### src/sv/spsu_pkg.sv
// ----------------------------------------------------------------------------
// spsu_pkg: shared types and constants
// Field widths, stream packing, item kinds and the search sequencer types.
// ----------------------------------------------------------------------------
package spsu_pkg;

  localparam int IDX_W     = 10;   // entry_index / found_index
  localparam int VAL_W     = 64;   // entry_value / query_key / found_value
  localparam int CNT_W     = 11;   // entry_count register
  localparam int S_TDATA_W = 144;  // 10 + 64 + 64 = 138, padded to bytes
  localparam int M_TDATA_W = 80;   // 10 + 64 = 74, padded to bytes

  localparam logic [CNT_W-1:0] CNT_RESET = 11'd1024;

  // item kind, carried on s_tuser
  localparam logic KIND_LOAD  = 1'b0;
  localparam logic KIND_QUERY = 1'b1;

  typedef enum logic {
    ST_IDLE,
    ST_SEARCH
  } srch_state_t;

  // top -> sequencer
  typedef struct packed {
    logic start;     // query word accepted this cycle
    logic out_free;  // output register can take a result this cycle
  } srch_ctl_t;

  // sequencer -> top
  typedef struct packed {
    logic idle;      // ready for a new word
    logic done;      // range closed, rd_data holds the final entry
  } srch_sts_t;

endpackage

### src/sv/spsu_search.sv
// ----------------------------------------------------------------------------
// spsu_search: halving search sequencer
// Keeps the live range [lo, hi] and drives the table read address; one
// probe compare per cycle with the single 64-bit comparator.
// ----------------------------------------------------------------------------
module spsu_search import spsu_pkg::*; #(
  parameter int AW = 10
) (
  input  logic             clk,
  input  logic             rst,
  input  srch_ctl_t        ctl,
  input  logic [AW-1:0]    hi_init,
  input  logic [VAL_W-1:0] key_in,
  input  logic [VAL_W-1:0] rd_data,
  output logic [AW-1:0]    rd_addr,
  output logic [AW-1:0]    result_index,
  output srch_sts_t        sts
);

  srch_state_t      state, state_next;
  logic [AW-1:0]    lo, hi, lo_next, hi_next;
  logic [VAL_W-1:0] key;
  logic [AW-1:0]    mid;
  logic             less;

  // upper middle of [l, h], or l once the range has closed
  function automatic logic [AW-1:0] probe(input logic [AW-1:0] l,
                                          input logic [AW-1:0] h);
    logic [AW:0] s;
    s = {1'b0, l} + {1'b0, h} + {{AW{1'b0}}, 1'b1};
    return (l < h) ? s[AW:1] : l;
  endfunction

  assign mid  = probe(lo, hi);
  assign less = rd_data < key;

  always_comb begin
    lo_next = lo;
    hi_next = hi;
    if (state == ST_IDLE && ctl.start) begin
      lo_next = '0;
      hi_next = hi_init;
    end else if (state == ST_SEARCH && lo < hi) begin
      if (less) begin
        lo_next = mid;
      end else begin
        hi_next = mid - {{(AW-1){1'b0}}, 1'b1};
      end
    end
  end

  // address for the next probe goes out in the same cycle, data back next
  assign rd_addr      = probe(lo_next, hi_next);
  assign result_index = lo;

  always_comb begin
    state_next = state;
    case (state)
      ST_IDLE: begin
        if (ctl.start) state_next = ST_SEARCH;
      end
      ST_SEARCH: begin
        if (lo == hi && ctl.out_free) state_next = ST_IDLE;
      end
      default: state_next = ST_IDLE;
    endcase
  end

  always_comb begin
    sts.idle = 1'b0;
    sts.done = 1'b0;
    case (state)
      ST_IDLE:   sts.idle = 1'b1;
      ST_SEARCH: sts.done = (lo == hi);
      default:   sts.idle = 1'b0;
    endcase
  end

  always_ff @(posedge clk) begin
    if (rst) begin
      state <= ST_IDLE;
    end else begin
      state <= state_next;
    end
  end

  always_ff @(posedge clk) begin
    lo <= lo_next;
    hi <= hi_next;
    if (state == ST_IDLE && ctl.start) begin
      key <= key_in;
    end
  end

endmodule

### config.mk
export PLATFORM = sky130hd
export DESIGN_NAME = spsu_search
export DESIGN_NICKNAME = d
export VERILOG_FILES = /design/src/sv/spsu_pkg.sv /design/src/sv/spsu_search.sv
export SDC_FILE = /design/constraint.sdc
export NUM_CORES = 1
export LEC_CHECK = 0
export ABC_AREA = 1
export BUFFER_PORTS_ARGS = -buffer_cell sky130_fd_sc_hd__clkbuf_2
export CAP_MARGIN = 0
export CORE_UTILIZATION = 49
export DETAILED_ROUTE_END_ITERATION = 16
export GPL_TIMING_DRIVEN = 0
export PLACE_DENSITY = 0.75
export SETUP_SLACK_MARGIN = 0.2
export SLEW_MARGIN = 20
export SYNTH_ARGS = -nofsm -noshare
export SYNTH_HDL_FRONTEND = slang
export SYNTH_SLANG_ARGS = --single-unit
### constraint.sdc
create_clock -name clk -period 9.3 [get_ports clk]
set_input_delay 2.79 -clock clk [delete_from_list [all_inputs] [get_ports clk]]
set_output_delay 2.79 -clock clk [all_outputs]
set_load 0.01 [all_outputs]
==> flow_summary.yaml <==
run_status:
  status: "finished with violations"
  violations: "negative setup slack"
grt:
  antenna_found_initial: 0
  overflow: 0
  grt_pass1_wl_um: 24200
  grt_start_max_net_pins: 29
  grt.total_usage: 0.239
  grt_pass1_vias: 5302
timing:
  setup_viol: 2
  relSlewSlack: 0.539
  hold_violations: 0
  setup_ws_ps: -132
  whs_ps: 570
  fin_tns_setup_ps: -203
  max_clock_freq_ghz: 0.106
  maxSlewViolCount: 0
  worst_pin_slew_ps: 689
  fin_crit_sh: 1.01
  rsz0062_at_grt: "true"
  finClkSkew_ps: 4.08
  finalCriticalPeriod_ps: 9430
power:
  p_leak_nw: 4.34
  p_seq_frac: 0.217
  cell_internal_pwr_mw: 1.27
  p_switching_mw: 1.07
  swShare: 0.457
  total_power_mw: 2.34
  p_per_area_mw_per_mm2: 277
  p_clk_frac: 0.151
  vdd_drop_max_uv: 284
  p_comb_frac: 0.632
setup_path:
  cp.arrival_ps: 6640
  critPathRequiredTime_ps: 6510
  worst_path_max_delay_cell: "ha_4"
  critPathBufInv: 7
  crit_family: "compound AO/OA/AOI/OAI gates"
  path_depth: 30
  path_max_fanout: 4
  cp-start-kind: "primary input"
  cpPeakStageDelay_ps: 310
  path_class: "primary input to primary output"
  end_kind: "primary output"
  r2r_cells: 17
detailed_routing:
  routedWlPerCell_um: 14.8
  route.detailed.drc: 0
  ant_nets: 0
  finalWirelength_um: 16500
  routed-via-count: 5695
  first_iter_violations: 349
  viasPerCell: 5.14
  detail_route.first_pass.iterations: 5
clock_network:
  clock-sinks: 85
  clkTransAtPathRegs_ps: 60
  cts_tree: "built"
  cts_buffers: 9
  clockRootBuffer: "clkbuf_16"
  holdBufCountCts: 0
  clk_latency_ps: 340
  htree_num_levels: 3
  clock_path_buffers: 2
cells_and_area:
  area_growth_pct: 35.9
  postLayoutCoreUtil: 0.693
  multi_input_area_mm2: 0.00374
  nets: 1182
  final_cell_mix: "clkbuf_2, inv_1, nand2_1, ha_1, edfxtp_1"
  final_common_cell: "clkbuf_2"
  design_area_mm2: 0.00843
  final_layout_size_suffix_gt1_frac: 0.356
  diodes: 0
  regArea_mm2: 0.00234
  n_fill_cell: 927
  stdcell_count: 1109
logic_synthesis:
  synth_nets: 968
  async_flop_share: 0
  synth_cell_types: 47
  netlist_top_cells_area: "edfxtp_1, ha_1, inv_1"
  syn_inst: 722
  synth_seq_area_share: 0.378
  ys_warn_count: 0
  yosys_most_used_dff: "edfxtp_1"
  synth.cell_area_mm2: 0.00620
  yosysTopAreaCell: "edfxtp_1"
  ys_ff_latch: 85
  synth_top_area_frac: 0.310
  syn_area_per_cell_um2: 8.59
  synth_edf_count: 64
die:
  die_w_um: 115
  core_mm2: 0.0122
  chipHeight_um: 115
  fp-row-count: 40
  die-area_mm2: 0.0131
  start_util: 0.510
  io_pins: 164
place:
  io_buffer_count: 163
  place_inst: 1055
  gp_congestion: 0.846
  hpwlAfterDp_um: 11600
  placed_area_mm2: 0.00728
  dpl_worst_slack_ps: -722
hold_path:
  hp-class: "register to register"
  whs_path_depth: 2
flow_run:
  drv_cap: 0
-- power groups by stage --
| stage | clock network, mW | registers, mW | logic, mW |
|---|---|---|---|
| after floorplan | 0 | 0.505 | 0.826 |
| after global placement | 0 | 0.510 | 1.08 |
| after detailed placement | 0 | 0.510 | 1.10 |
| after CTS | 0.355 | 0.503 | 1.27 |
| after global routing | 0.373 | 0.511 | 1.61 |
| final | 0.353 | 0.506 | 1.48 |
-- synth_stat cells, types with 2 or more instances --
cell	instances
inv_1	139
o21ai_1	13
xor2_1	12
inv_2	10
nand3_1	25
nand2_1	125
ha_1	102
nor2_1	42
o21ai_0	28
nand4_1	6
edfxtp_1	64
buf_6	2
fa_1	2
nor3_4	3
or2_2	2
o21ai_2	3
a21oi_1	65
a211oi_1	3
or2_1	2
nand3_2	3
nor4_1	4
o21ai_4	2
nor3_1	6
a31oi_1	6
o211ai_1	3
dfxtp_1	21
o21a_1	3
o21bai_1	3
nand2_2	5
-- area by class of cell --
| type | count | share of cell area |
|---|---|---|
| inverters | 149 | 0.0683 |
| plain buffers | 6 | 0.00757 |
| well taps | 168 | 0.0249 |
| clock inverters | 4 | 0.00579 |
| flip-flops and latches | 85 | 0.278 |
| clock buffers | 12 | 0.0280 |
| repair buffers | 203 | 0.143 |
| multi-input cells | 482 | 0.444 |
-- tightest hold or removal path, cell delays in order (launching register included) --
cell and delay [ps]:
dfxtp_1 310, nor2_1 140, a211oi_1 70
-- routing by layer --
metal,track usage,vias to the layer above,wire length [um]
met5,0,-,0
met4,0.0987,0,590
met1,0.274,2584,6630
met3,0.0413,47,989
li1,-,2831,-
met2,0.438,233,8250
-- cells by family (layout without fill, tap and decap cells) --
family,Yosys count,count (layout),synth area share
AOI/OAI and AO/OA,137,137,0.128
buffers and inverters,155,374,0.0986
and+or+nand+nor,229,229,0.167
adders and majority gates,104,104,0.212
DFF,85,85,0.378
xor gates and xnor gates,12,12,0.0169
-- registers in the layout, indices dropped and copies added (netlist names) --
register	count
key	64
hi	10
state	1
result_index	10
-- path summary, 6_finish.rpt --
check,start,endpoint,slack [ps]
worst min-delay path,state,state,570
worst max-delay path,rd_data[63],rd_addr[9],-130
worst max register to register,result_index[0],hi[7],6310
worst min register to register,state,state,570
-- repair_timing --
action,CTS,global route
pin swaps,29,32
setup endpoints to repair,10,10
buffers inserted,21,16
gates resized for setup,67,72
cloned,0,1
hold endpoints to repair,0,0
Power figures use the tool's default switching activity.
